### src/sv/mmio_instruction_decoder_macros.svh
// assertion helpers shared by the decoder rtl
// each expects aclk and aresetn in the scope where it is used
`ifndef MMIO_INSTRUCTION_DECODER_MACROS_SVH
`define MMIO_INSTRUCTION_DECODER_MACROS_SVH

// condition must hold at every edge outside reset
`define MID_ASSERT_HOLDS(label, cond) \
    label: assert property (@(posedge aclk) disable iff (!aresetn) (cond)) \
        else $error("mmio decoder check failed");

// same-cycle implication
`define MID_ASSERT_IMP(label, ante, cons) \
    label: assert property (@(posedge aclk) disable iff (!aresetn) (ante) |-> (cons)) \
        else $error("mmio decoder check failed");

// next-cycle implication
`define MID_ASSERT_NEXT(label, ante, cons) \
    label: assert property (@(posedge aclk) disable iff (!aresetn) (ante) |=> (cons)) \
        else $error("mmio decoder check failed");

`endif

### src/sv/mmio_dec_pkg.sv
`timescale 1ns / 1ps

package mmio_dec_pkg;

    typedef struct packed {
        logic [63:0] window_low;
        logic [63:0] window_high;
        logic [4:0]  byte_count;
    } dec_in_t;

    typedef struct packed {
        logic        decode_ok;
        logic [3:0]  instr_length;
        logic        is_store;
        logic [2:0]  access_bytes;
        logic [3:0]  reg_number;
        logic        zext_load;
        logic [2:0]  alu_operation;
        logic        has_immediate;
        logic [31:0] immediate_value;
        logic        memory_is_destination;
    } dec_out_t;

    // prefixes
    localparam logic [7:0] PFX_OPSIZE = 8'h66;
    localparam logic [7:0] REX_FIRST  = 8'h40;
    localparam logic [7:0] REX_LAST   = 8'h4F;
    localparam logic [7:0] REX_R_MASK = 8'h04;

    // opcodes
    localparam logic [7:0] OPC_ESCAPE   = 8'h0F;
    localparam logic [7:0] OPC2_MOVZX_B = 8'hB6;
    localparam logic [7:0] OPC2_MOVZX_W = 8'hB7;
    localparam logic [7:0] OPC_MOV_ST8  = 8'h88;
    localparam logic [7:0] OPC_MOV_ST   = 8'h89;
    localparam logic [7:0] OPC_MOV_LD8  = 8'h8A;
    localparam logic [7:0] OPC_MOV_LD   = 8'h8B;
    localparam logic [7:0] OPC_ADD_LD   = 8'h03;
    localparam logic [7:0] OPC_OR_LD    = 8'h0B;
    localparam logic [7:0] OPC_AND_LD   = 8'h23;
    localparam logic [7:0] OPC_SUB_LD   = 8'h2B;
    localparam logic [7:0] OPC_XOR_LD   = 8'h33;
    localparam logic [7:0] OPC_CMP_LD   = 8'h3B;
    localparam logic [7:0] OPC_TEST_LD  = 8'h85;
    localparam logic [7:0] OPC_ADD_ST8  = 8'h00;
    localparam logic [7:0] OPC_ADD_ST   = 8'h01;
    localparam logic [7:0] OPC_OR_ST8   = 8'h08;
    localparam logic [7:0] OPC_OR_ST    = 8'h09;
    localparam logic [7:0] OPC_AND_ST8  = 8'h20;
    localparam logic [7:0] OPC_AND_ST   = 8'h21;
    localparam logic [7:0] OPC_SUB_ST8  = 8'h28;
    localparam logic [7:0] OPC_SUB_ST   = 8'h29;
    localparam logic [7:0] OPC_XOR_ST8  = 8'h30;
    localparam logic [7:0] OPC_XOR_ST   = 8'h31;
    localparam logic [7:0] OPC_MOV_IMM8 = 8'hC6;
    localparam logic [7:0] OPC_MOV_IMM  = 8'hC7;
    localparam logic [7:0] OPC_GRP1_8   = 8'h80;
    localparam logic [7:0] OPC_GRP1     = 8'h81;
    localparam logic [7:0] OPC_GRP1_SX  = 8'h83;

    // group 1 extensions in modrm.reg
    localparam logic [2:0] GRP1_ADD = 3'd0;
    localparam logic [2:0] GRP1_OR  = 3'd1;
    localparam logic [2:0] GRP1_AND = 3'd4;
    localparam logic [2:0] GRP1_SUB = 3'd5;
    localparam logic [2:0] GRP1_XOR = 3'd6;

    // modrm fields
    localparam logic [1:0] MOD_NODISP = 2'd0;
    localparam logic [1:0] MOD_DISP8  = 2'd1;
    localparam logic [1:0] MOD_DISP32 = 2'd2;
    localparam logic [1:0] MOD_REG    = 2'd3;
    localparam logic [2:0] RM_SIB     = 3'd4;
    localparam logic [2:0] RM_RIPREL  = 3'd5;

    // alu operation codes
    localparam logic [2:0] ALU_MOV  = 3'd0;
    localparam logic [2:0] ALU_ADD  = 3'd1;
    localparam logic [2:0] ALU_OR   = 3'd2;
    localparam logic [2:0] ALU_AND  = 3'd3;
    localparam logic [2:0] ALU_SUB  = 3'd4;
    localparam logic [2:0] ALU_XOR  = 3'd5;
    localparam logic [2:0] ALU_CMP  = 3'd6;
    localparam logic [2:0] ALU_TEST = 3'd7;

    // access sizes in bytes
    localparam logic [2:0] SIZE_BYTE  = 3'd1;
    localparam logic [2:0] SIZE_WORD  = 3'd2;
    localparam logic [2:0] SIZE_DWORD = 3'd4;

    localparam logic [31:0] IMM_SIGN_FILL = 32'hFFFF_FF00;

endpackage

### src/sv/mmio_dec_core.sv
`timescale 1ns / 1ps

module mmio_dec_core
    import mmio_dec_pkg::*;
#(
    parameter int WINDOW_BYTES = 16
) (
    input  dec_in_t  item,
    output dec_out_t result
);

    localparam logic [4:0] WIN_COUNT = 5'(WINDOW_BYTES);

    logic [7:0]  win_b [16];
    logic [4:0]  cnt;
    logic        has_66;
    logic [3:0]  rex_at;
    logic [7:0]  rex_byte;
    logic        has_rex;
    logic        rex_r;
    logic [3:0]  opc_at;
    logic [7:0]  opc;
    logic [7:0]  opc2;
    logic        is_esc;
    logic [3:0]  modrm_at;
    logic [7:0]  modrm;
    logic [7:0]  sib;
    logic [1:0]  mod_f;
    logic [2:0]  rm_f;
    logic [2:0]  raw;
    logic [3:0]  reg_full;
    logic        prefix_ok;
    logic [2:0]  span_base;
    logic [2:0]  span;
    logic [4:0]  end_at;
    logic        span_ok;
    logic [2:0]  wide;
    logic [2:0]  imm_len;
    logic [4:0]  imm_end;
    logic [3:0]  imm_at;
    logic [31:0] imm_word;
    logic        ok;
    dec_out_t    res;

    always_comb begin
        for (int k = 0; k < 8; k++) begin
            win_b[k]     = item.window_low[8*k +: 8];
            win_b[k + 8] = item.window_high[8*k +: 8];
        end
    end

    assign cnt = (item.byte_count > WIN_COUNT) ? WIN_COUNT : item.byte_count;

    // prefix walk: optional 0x66, optional rex, opcode, optional second opcode byte
    assign has_66   = win_b[0] == PFX_OPSIZE;
    assign rex_at   = {3'b000, has_66};
    assign rex_byte = win_b[rex_at];
    assign has_rex  = (rex_byte >= REX_FIRST) && (rex_byte <= REX_LAST);
    assign rex_r    = has_rex && ((rex_byte & REX_R_MASK) != 8'h00);
    assign opc_at   = rex_at + {3'b000, has_rex};
    assign opc      = win_b[opc_at];
    assign opc2     = win_b[opc_at + 4'd1];
    assign is_esc   = opc == OPC_ESCAPE;
    assign modrm_at = is_esc ? (opc_at + 4'd2) : (opc_at + 4'd1);

    assign prefix_ok = ({1'b0, rex_at} < cnt) && ({1'b0, opc_at} < cnt)
                    && ({1'b0, modrm_at} < cnt);

    // addressing bytes
    assign modrm    = win_b[modrm_at];
    assign sib      = win_b[modrm_at + 4'd1];
    assign mod_f    = modrm[7:6];
    assign rm_f     = modrm[2:0];
    assign raw      = modrm[5:3];
    assign reg_full = {rex_r, raw};

    always_comb begin
        span_base = 3'd1;
        if (rm_f == RM_SIB) begin
            span_base = ((mod_f == MOD_NODISP) && (sib[2:0] == RM_RIPREL)) ? 3'd6 : 3'd2;
        end else if ((mod_f == MOD_NODISP) && (rm_f == RM_RIPREL)) begin
            span_base = 3'd5;
        end
        case (mod_f)
            MOD_DISP8:  span = span_base + 3'd1;
            MOD_DISP32: span = span_base + 3'd4;
            default:    span = span_base;
        endcase
    end

    assign end_at  = {1'b0, modrm_at} + {2'b00, span};
    assign span_ok = (mod_f != MOD_REG)
                  && ((rm_f != RM_SIB) || (({1'b0, modrm_at} + 5'd1) < cnt))
                  && (end_at <= cnt);

    // immediate bytes follow the addressing bytes
    assign wide    = has_66 ? SIZE_WORD : SIZE_DWORD;
    assign imm_len = ((opc == OPC_MOV_IMM8) || (opc == OPC_GRP1_8) || (opc == OPC_GRP1_SX))
                   ? SIZE_BYTE : wide;
    assign imm_end = end_at + {2'b00, imm_len};
    assign imm_at  = end_at[3:0];

    always_comb begin
        case (imm_len)
            SIZE_BYTE: imm_word = {24'h0, win_b[imm_at]};
            SIZE_WORD: imm_word = {16'h0, win_b[imm_at + 4'd1], win_b[imm_at]};
            default:   imm_word = {win_b[imm_at + 4'd3], win_b[imm_at + 4'd2],
                                   win_b[imm_at + 4'd1], win_b[imm_at]};
        endcase
    end

    always_comb begin
        res              = '0;
        ok               = prefix_ok && span_ok;
        res.instr_length = end_at[3:0];
        res.reg_number   = reg_full;
        if (is_esc) begin
            if ((opc2 != OPC2_MOVZX_B) && (opc2 != OPC2_MOVZX_W)) begin
                ok = 1'b0;
            end
            res.access_bytes = (opc2 == OPC2_MOVZX_B) ? SIZE_BYTE : SIZE_WORD;
            res.zext_load    = 1'b1;
        end else begin
            case (opc)
                OPC_MOV_ST8, OPC_MOV_LD8: begin
                    if (!has_rex && raw[2]) begin
                        ok = 1'b0;
                    end
                    res.is_store     = opc == OPC_MOV_ST8;
                    res.access_bytes = SIZE_BYTE;
                end
                OPC_MOV_ST: begin
                    res.is_store     = 1'b1;
                    res.access_bytes = wide;
                end
                OPC_MOV_LD: begin
                    res.access_bytes = wide;
                    res.zext_load    = !has_66;
                end
                OPC_ADD_LD, OPC_OR_LD, OPC_AND_LD, OPC_SUB_LD,
                OPC_XOR_LD, OPC_CMP_LD, OPC_TEST_LD: begin
                    res.access_bytes = wide;
                    case (opc)
                        OPC_ADD_LD: res.alu_operation = ALU_ADD;
                        OPC_OR_LD:  res.alu_operation = ALU_OR;
                        OPC_AND_LD: res.alu_operation = ALU_AND;
                        OPC_SUB_LD: res.alu_operation = ALU_SUB;
                        OPC_XOR_LD: res.alu_operation = ALU_XOR;
                        OPC_CMP_LD: res.alu_operation = ALU_CMP;
                        default:    res.alu_operation = ALU_TEST;
                    endcase
                end
                OPC_MOV_IMM8, OPC_MOV_IMM: begin
                    // rex.r does not take part in the /0 check
                    if ((raw != GRP1_ADD) || (imm_end > cnt)) begin
                        ok = 1'b0;
                    end
                    res.access_bytes    = imm_len;
                    res.is_store        = 1'b1;
                    res.reg_number      = 4'd0;
                    res.has_immediate   = 1'b1;
                    res.immediate_value = imm_word;
                    res.instr_length    = imm_end[3:0];
                end
                OPC_ADD_ST8, OPC_OR_ST8, OPC_AND_ST8, OPC_SUB_ST8, OPC_XOR_ST8,
                OPC_ADD_ST, OPC_OR_ST, OPC_AND_ST, OPC_SUB_ST, OPC_XOR_ST: begin
                    if (!opc[0] && !has_rex && raw[2]) begin
                        ok = 1'b0;
                    end
                    res.is_store              = 1'b1;
                    res.memory_is_destination = 1'b1;
                    res.access_bytes          = opc[0] ? wide : SIZE_BYTE;
                    case ({opc[7:1], 1'b0})
                        OPC_ADD_ST8: res.alu_operation = ALU_ADD;
                        OPC_OR_ST8:  res.alu_operation = ALU_OR;
                        OPC_AND_ST8: res.alu_operation = ALU_AND;
                        OPC_SUB_ST8: res.alu_operation = ALU_SUB;
                        default:     res.alu_operation = ALU_XOR;
                    endcase
                end
                OPC_GRP1_8, OPC_GRP1, OPC_GRP1_SX: begin
                    case (raw)
                        GRP1_ADD: res.alu_operation = ALU_ADD;
                        GRP1_OR:  res.alu_operation = ALU_OR;
                        GRP1_AND: res.alu_operation = ALU_AND;
                        GRP1_SUB: res.alu_operation = ALU_SUB;
                        GRP1_XOR: res.alu_operation = ALU_XOR;
                        default:  ok = 1'b0;
                    endcase
                    if (imm_end > cnt) begin
                        ok = 1'b0;
                    end
                    res.access_bytes          = (opc == OPC_GRP1_8) ? SIZE_BYTE : wide;
                    res.is_store              = 1'b1;
                    res.memory_is_destination = 1'b1;
                    res.reg_number            = 4'd0;
                    res.has_immediate         = 1'b1;
                    res.immediate_value       = imm_word;
                    if ((opc == OPC_GRP1_SX) && imm_word[7]) begin
                        res.immediate_value = imm_word | IMM_SIGN_FILL;
                    end
                    res.instr_length = imm_end[3:0];
                end
                default: ok = 1'b0;
            endcase
        end
        if (!ok) begin
            res = '0;
        end
        res.decode_ok = ok;
    end

    assign result = res;

endmodule

### src/sv/mmio_instruction_decoder.sv
`timescale 1ns / 1ps
//  channel  dir  handshake           payload    carries
//  s_       in   s_valid / s_ready   s_data     16-byte window and valid byte count
//  m_       out  m_valid / m_ready   m_data     one decode result per transaction
//
//  one transaction per cycle sustained while m_ready is high; a window accepted on s_ is
//  decoded and its result presented on m_ through the register stages
//  (input register, single-pass decode logic, result register)
//  aresetn is synchronous, active low, and empties both register stages
//  a stalled m_ side keeps its result; s_ready drops only while both stages hold data
//  and m_ready is low

`include "mmio_instruction_decoder_macros.svh"

module mmio_instruction_decoder
    import mmio_dec_pkg::*;
#(
    parameter int WINDOW_BYTES = 16
) (
    input  logic     aclk,
    input  logic     aresetn,
    input  logic     s_valid,
    output logic     s_ready,
    input  dec_in_t  s_data,
    output logic     m_valid,
    input  logic     m_ready,
    output dec_out_t m_data
);

    // input stage
    logic     in_valid_reg;
    logic     in_valid_next;
    dec_in_t  in_data_reg;
    dec_in_t  in_data_next;

    // result stage
    logic     out_valid_reg;
    logic     out_valid_next;
    dec_out_t out_data_reg;
    dec_out_t out_data_next;

    dec_out_t dec_result;
    logic     out_adv;
    logic     s_take;
    logic     out_size_legal;

    // whole decode of the held window, no state of its own
    mmio_dec_core #(
        .WINDOW_BYTES(WINDOW_BYTES)
    ) u_core (
        .item   (in_data_reg),
        .result (dec_result)
    );

    // result register moves when empty or when its transaction is taken
    assign out_adv = !out_valid_reg || m_ready;
    // input register frees up in the same cycle it hands its window on
    assign s_ready = !in_valid_reg || out_adv;
    assign s_take  = s_valid && s_ready;

    always_comb begin
        in_valid_next  = in_valid_reg;
        in_data_next   = in_data_reg;
        out_valid_next = out_valid_reg;
        out_data_next  = out_data_reg;
        if (out_adv) begin
            out_valid_next = in_valid_reg;
            in_valid_next  = 1'b0;
            if (in_valid_reg) begin
                out_data_next = dec_result;
            end
        end
        if (s_take) begin
            in_valid_next = 1'b1;
            in_data_next  = s_data;
        end
    end

    // control state
    always_ff @(posedge aclk) begin
        if (!aresetn) begin
            in_valid_reg  <= 1'b0;
            out_valid_reg <= 1'b0;
        end else begin
            in_valid_reg  <= in_valid_next;
            out_valid_reg <= out_valid_next;
        end
    end

    // payload, no reset needed
    always_ff @(posedge aclk) begin
        in_data_reg  <= in_data_next;
        out_data_reg <= out_data_next;
    end

    assign m_valid = out_valid_reg;
    assign m_data  = out_data_reg;

    assign out_size_legal = (out_data_reg.access_bytes == SIZE_BYTE)
                         || (out_data_reg.access_bytes == SIZE_WORD)
                         || (out_data_reg.access_bytes == SIZE_DWORD);

    // a rejected window leaves nothing but zeros
    `MID_ASSERT_IMP(a_reject_all_zero, out_valid_reg && !out_data_reg.decode_ok, out_data_reg == '0)
    // a good decode always has a real size and length
    `MID_ASSERT_IMP(a_good_has_size, out_valid_reg && out_data_reg.decode_ok, out_size_legal && (out_data_reg.instr_length != 4'd0))
    // read-modify-write always writes the device
    `MID_ASSERT_IMP(a_rmw_is_store, out_valid_reg && out_data_reg.memory_is_destination, out_data_reg.is_store)
    // a held window is not dropped or overwritten while the result stage is blocked
    `MID_ASSERT_NEXT(a_stage_kept, in_valid_reg && !out_adv, in_valid_reg && $stable(in_data_reg))
    // back-pressure only when both stages are occupied
    `MID_ASSERT_HOLDS(a_ready_when_room, s_ready || (in_valid_reg && out_valid_reg))

endmodule

### config.mk
export PLATFORM = sky130hd
export DESIGN_NAME = mmio_instruction_decoder
export DESIGN_NICKNAME = d
export VERILOG_FILES = /design/src/sv/mmio_dec_pkg.sv /design/src/sv/mmio_dec_core.sv /design/src/sv/mmio_instruction_decoder.sv
export VERILOG_INCLUDE_DIRS = /design/src /design/src/sv
export SDC_FILE = /design/constraint.sdc
export NUM_CORES = 1
export LEC_CHECK = 0
export ABC_AREA = 1
export ABC_CLOCK_PERIOD_IN_PS = 8900
export BUFFER_PORTS_ARGS = -buffer_cell sky130_fd_sc_hd__buf_2
export CAP_MARGIN = 30
export CORE_UTILIZATION = 40
export CTS_CLUSTER_DIAMETER = 80
export DETAILED_ROUTE_END_ITERATION = 6
export PLACE_DENSITY_LB_ADDON = 0.3
export RECOVER_POWER = 50
export SLEW_MARGIN = 20
export SYNTH_ARGS = -nofsm -noshare
export SYNTH_HDL_FRONTEND = slang
export SYNTH_HIERARCHICAL = 1
export SYNTH_SLANG_ARGS = --single-unit
### constraint.sdc
create_clock -name aclk -period 8.9 [get_ports aclk]
set_input_delay 1.335 -clock aclk [delete_from_list [all_inputs] [get_ports aclk]]
set_output_delay 1.335 -clock aclk [all_outputs]
set_load 0.02 [all_outputs]
# --- Word-level counts from Yosys, hierarchy flattened ---
# Index checks and enable logic that the tools add are counted.
word_totals:
  in_bits: 137
  ff_bits: 186
classes:
  n_reduce_logical: 44
  muxes: 65
  order_cmp: 18
  n_eq_ne: 46
  addsub: 12
  bitwise: 10
ops:
  columns: ["op", "n"]
  rows:
  - ["binary-select mux 8 bit (select 4 bit)", 9]
  - ["2-to-1 mux 8 bit", 16]
  - ["== test 8 bit, second input constant", 11]
  - ["== test 8 x 6 -> 1 bit, second input constant", 10]
  - ["case mux 33 bit (2 select lines)", 1]
  - ["case mux 32 bit (2 select lines)", 1]
  - [">= comparator 5 bit, second input constant", 9]
  - ["NOT 4 -> 5 bit", 8]
  - ["== test 8 x 4 -> 1 bit, second input constant", 4]
  - ["2-to-1 mux 32 bit", 1]
  - ["2-to-1 mux 3 bit", 10]
  - ["case mux 3 bit (5 select lines)", 2]
  - ["== test 3 bit, second input constant", 6]
  - ["case mux 3 bit (6 select lines)", 1]
  - ["2-to-1 mux 4 bit", 4]
  - ["inequality test 8 bit, second input constant", 2]
  - ["OR reduction 16 bit", 1]
  - ["logical AND 1 bit", 15]
  - ["== test 7 x 5 -> 1 bit, second input constant", 2]
  - ["OR reduction 13 bit", 1]
  - ["adder 4 x 1 -> 4 bit, second input constant", 3]
  - ["adder 4 x 2 -> 4 bit, second input constant", 3]
  - ["2-to-1 mux 1 bit", 12]
  - ["case mux 3 bit (4 select lines)", 1]
  - ["other kinds (47)", 62]

# --- Longest topological paths before layout ---
logic_depth:
  word_depth: 35
  mapped_depth: 54
  ltp_nobuf: 45

# --- Modules after synthesis ---
# The synthesis kept the hierarchy.
modules_own_cells:
  columns: ["module", "area_per_inst_um2", "cells_per_inst", "instances", "seq_area_each_um2"]
  rows:
  - ["mmio_dec_core", 7129.3, 1430, 1, 0.0]
  - ["mmio_instruction_decoder", 5620.4, 197, 1, 5565.3]

# --- Worst setup path before layout ---
# Ideal clock, no wire load.
synth_timing:
  path_kind: "reg-to-reg"
  from: "register in_data_reg[69] (netlist bit)"
  to: "register out_data_reg (netlist bit m_data[50]) (data pin)"
  path_slack_ps: -87
  path_stages_with_launch: 52
  t_arrival_ps: 8736
  setup_ps: 251
  path_cell_list: "edfxtp_1 inv_1 nand2_1 nor3_1 and3_1 clkbuf_1 clkinv_1 o211a_1 ha_1 buf_4 inv_2 buf_6 nand2_1 nand3_1 nand2_1 nand2_2 nor2_8 nand2_4 (+16 left out) or2_2 nand2_1 clkbuf_1 ha_1 a21oi_1 xor2_1 inv_1 ha_1 nand2_1 nor3_1 nor3_1 o2bb2ai_1 nand2_1 nand2_2 nand2_2 buf_6 nand2_1 buf_4"
synth_via:
  elab_chain_len: 33
  elab_cells_between_ends: 120
  cone_classes: "9 x add/sub; 8 x order compare; 40 x eq/ne; 30 x mux; 5 x bitwise; 28 x reduce/logical"
synth_rtl:
  columns: ["element", "line_no", "text"]
  rows:
  - ["start: declaration", "mmio_instruction_decoder.sv:33", "dec_in_t in_data_reg;"]
  - ["start signal: assignment", "mmio_instruction_decoder.sv:92", "in_data_reg <= in_data_next;"]
  - ["parallel branches: the longest is 32 deep, another holds >= comparator 8 x 7 -> 1 bit", null, null]
  - ["2-to-1 mux 1 bit (*)", "mmio_dec_core.sv:117", "if (is_esc) begin"]
  - ["named net u_core.ok", "mmio_dec_core.sv:42", "logic ok;"]
  - ["end signal: assignment", "mmio_instruction_decoder.sv:93", "out_data_reg <= out_data_next;"]
  - ["end: declaration", "mmio_instruction_decoder.sv:39", "dec_out_t out_data_reg;"]
# Mark *: on every way through the listed nets, which the timed path passes. The select of a mux whose other input is x is not followed.
# A chain may end at the register's enable or synchronous reset.

# --- Worst setup path after layout ---
layout_timing:
  from: "register in_data_reg[69] (netlist bit)"
  to: "register out_data_reg (netlist bit m_data[31]) (data pin)"
layout_via:
  elab_chain_len: 35
  elab_cells_between_ends: 137
  cone_classes: "10 x add/sub; 8 x order compare; 42 x eq/ne; 39 x mux; 8 x bitwise; 30 x reduce/logical"
layout_rtl:
  columns: ["element"]
  rows:
  - ["parallel branches: the longest is 35 deep, another holds >= comparator 8 x 7 -> 1 bit"]
# Parallel ways; which one is timed is not known. The select of a mux whose other input is x is not followed.

==> flow_metrics.env <==
export IMPL_drt_wl_total_um=43600
export IMPL_cts_tree="built"
export IMPL_crit_path_end="m_data[31]"
export IMPL_start_kind="register"
export IMPL_root_buffer="clkbuf_16"
export IMPL_gp_congestion=0.930
export IMPL_synth_edff_count=184
export IMPL_post_route_drc_count=0
export IMPL_critPathKind="reg2reg"
export IMPL_dp_cells=2152
export IMPL_critPathMaxFanout=55
export IMPL_die_area_um2=32600
export IMPL_die_w_um=181
export IMPL_cts_buffers_inserted=17
export IMPL_grt_max_degree=162
export IMPL_hold_viol=0
export IMPL_fmax_mhz=120
export IMPL_htree_levels=4
export IMPL_violations="max-capacitance violations, max-slew violations"
export IMPL_vias=12241
export IMPL_maxCapViolations=2
export IMPL_hold_class="reg2reg"
export IMPL_crit_start="in_data_reg[69]"
export IMPL_ys_seq_area_frac=0.437
export IMPL_cts_hold_buf=0
export IMPL_synth_cell_type_count=59
export IMPL_finalMaxSlewViolations=114
export IMPL_cp_common_cell="nand2_1"
export IMPL_fin_cells=2194
export IMPL_slew_headroom=-0.897
export IMPL_synth_area_leader_cell="edfxtp_1"
export IMPL_io_buffers=189
export IMPL_hp_start="in_valid_reg"
export IMPL_grt_pass1_vias=11216
export IMPL_power_density_nw_per_um2=234
export IMPL_wl_per_cell_um=19.9
export IMPL_antenna_found_initial=1
export IMPL_syn_area_um2=12700
export IMPL_synth_nets=1798
export IMPL_end_kind="register"
export IMPL_preCtsSetupSlack_ps=209
export IMPL_clock_path_buffers=2
export IMPL_antenna_cells=0
export IMPL_largest_reg_flops=133
export IMPL_synth_warnings=6
export IMPL_num_nets_final=1950
export IMPL_grt_ovfl_total=0
export IMPL_ys_top_cells_by_area="edfxtp_1 43%, o21ai_0 10%, nand2_1 9.7%"
export IMPL_grt_setup_unrepaired="yes"
export IMPL_coreArea_um2=31500
export IMPL_synth_ff_type="edfxtp_1"
export IMPL_r2r_start="in_data_reg[69]"
export IMPL_synthCells=1627
export IMPL_grt_util_all_layers=0.269
export IMPL_grt_pass1_wl_um=66200
export IMPL_reg2reg_depth=40
export IMPL_skew_ps=15.0
export IMPL_synth_top_area_share=0.433
export IMPL_fin_crit_sh=0.936
export IMPL_critPathMaxStageDelay_ps=530
export IMPL_path_clk_slew_ps=70
export IMPL_ant_nets=0
export IMPL_hpwl_um=33700
export IMPL_async_flop_share=0
export IMPL_fin_hold_ws_ps=530
export IMPL_firstDrtPassIters=6
export IMPL_rows=65
export IMPL_setup_slack_ps=573
export IMPL_worst_slew_pin_slew_ps=2830
export IMPL_yosys_register_bits=186
export IMPL_final_util=0.470
export IMPL_setup_viol=0
export IMPL_vias_per_cell=5.58
export IMPL_r2r_end="m_data[31]"
export IMPL_critical_path_required_ps=9100
export IMPL_avgSynthCellArea_um2=7.84
export IMPL_p_leak_nw=6.42
export IMPL_insertion_delay_ps=460
export IMPL_rrSetupSlack_ps=570
export IMPL_die_height_um=181
export IMPL_initial_core_util=0.405
export IMPL_cpMaxStageDelayCell="fa_1"
export IMPL_clock_sinks=186
export IMPL_cp_arrival_ps=8520
export IMPL_area_growth_pct=16.0
export IMPL_min_period_ps=8330
export IMPL_ios=190
export IMPL_peakVddDrop_mv=0.207
export IMPL_outcome="finished with violations"
export IMPL_drtIter0Drc=1505
export IMPL_layout_drive_gt1_share=0.186
[cell type report]
cell class	count	area, um^2
clock inverters	15	155
multi-input cells	1142	6060
fillers	3093	16700
well taps	402	503
flip-flops and latches	186	5570
repair buffers	231	1300
clock buffers	17	425
inverters	201	773
[Yosys cell counts (5+ instances only)]
library cell / instances
buf_4: 5
nand2_1: 330
buf_6: 7
nor2_4: 10
buf_1: 11
edfxtp_1: 184
a21oi_1: 144
o221ai_1: 9
o21ai_0: 262
nand4_1: 10
nor3_1: 30
o311ai_0: 10
nand2_4: 5
xnor2_1: 5
a211oi_1: 5
clkbuf_1: 70
inv_2: 10
or2_2: 5
a31oi_1: 14
inv_1: 188
nand2_2: 15
o211ai_1: 21
ha_1: 31
nor2_1: 98
nand3_1: 76
[report_power, final]
part	internal, mW	switching [mW]
clock	0.395	0.356
sequential	1.01	0.0305
combinational	0.514	1.15
[per-layer routing]
metal,vias to the layer above,global-route usage,wire length [um]
met5,-,0,12
met4,2,0.111,1490
met3,70,0.0477,3170
met2,589,0.411,19200
met1,5674,0.376,19700
li1,5906,-,-
[how the worst min path moves through the flow]
stage | end | slack [ps] | cells after the start
finish | m_valid | 530 | 2
global route | m_valid | 570 | 2
CTS | in_valid_reg | 500 | 2
detailed placement | in_valid_reg | 490 | 2
global placement | in_valid_reg | 490 | 2
floorplan | m_valid | 460 | 2
[worst max-delay path, delay by kind of cell, from the launching register on]
family / cells / cell delay [ps]
buffers and inverters: 9 / 1620
DFF: 1 / 410
adders and majority gates: 6 / 2020
xor gates and xnor gates: 1 / 240
AOI/OAI and AO/OA: 7 / 1300
and+or+nand+nor: 17 / 2420
[metrics by stage]
stage	power (mW)	cell area, um^2	setup TNS (ps)
floorplan	2.13	12800	0
global placement	2.65	14100	0
detailed placement	2.65	14100	0
CTS	3.41	14600	0
global route	3.66	14800	-383
finish	3.46	14800	0
[cells in the final DEF, fill, tap and decap left out, types with 13 or more instances in the layout]
cell,n
nand2_1,330
o21ai_0,262
buf_2,188
inv_1,184
edfxtp_1,184
a21oi_1,143
nor2_1,97
nand3_1,77
buf_4,36
ha_1,29
nor3_1,28
o211ai_1,21
clkbuf_16,17
nand2_2,14
a31oi_1,13
[repair_timing]
item,in CTS,in global routing
resized for setup,0,18
endpoints found under the setup margin,0,51
setup buffers,0,10
[logic make-up after synthesis]
kind of cell             after synthesis  share of synthesized area
AO/OA/AOI/OAI                        501                      0.217
adder cells (fa/ha/maj)               34                     0.0351
flip-flops                           186                      0.437
XOR/XNOR                               7                    0.00481
AND/OR/NAND/NOR                      600                      0.212
buffers and inverters                299                     0.0949
(Power assumes the default switching activity.)
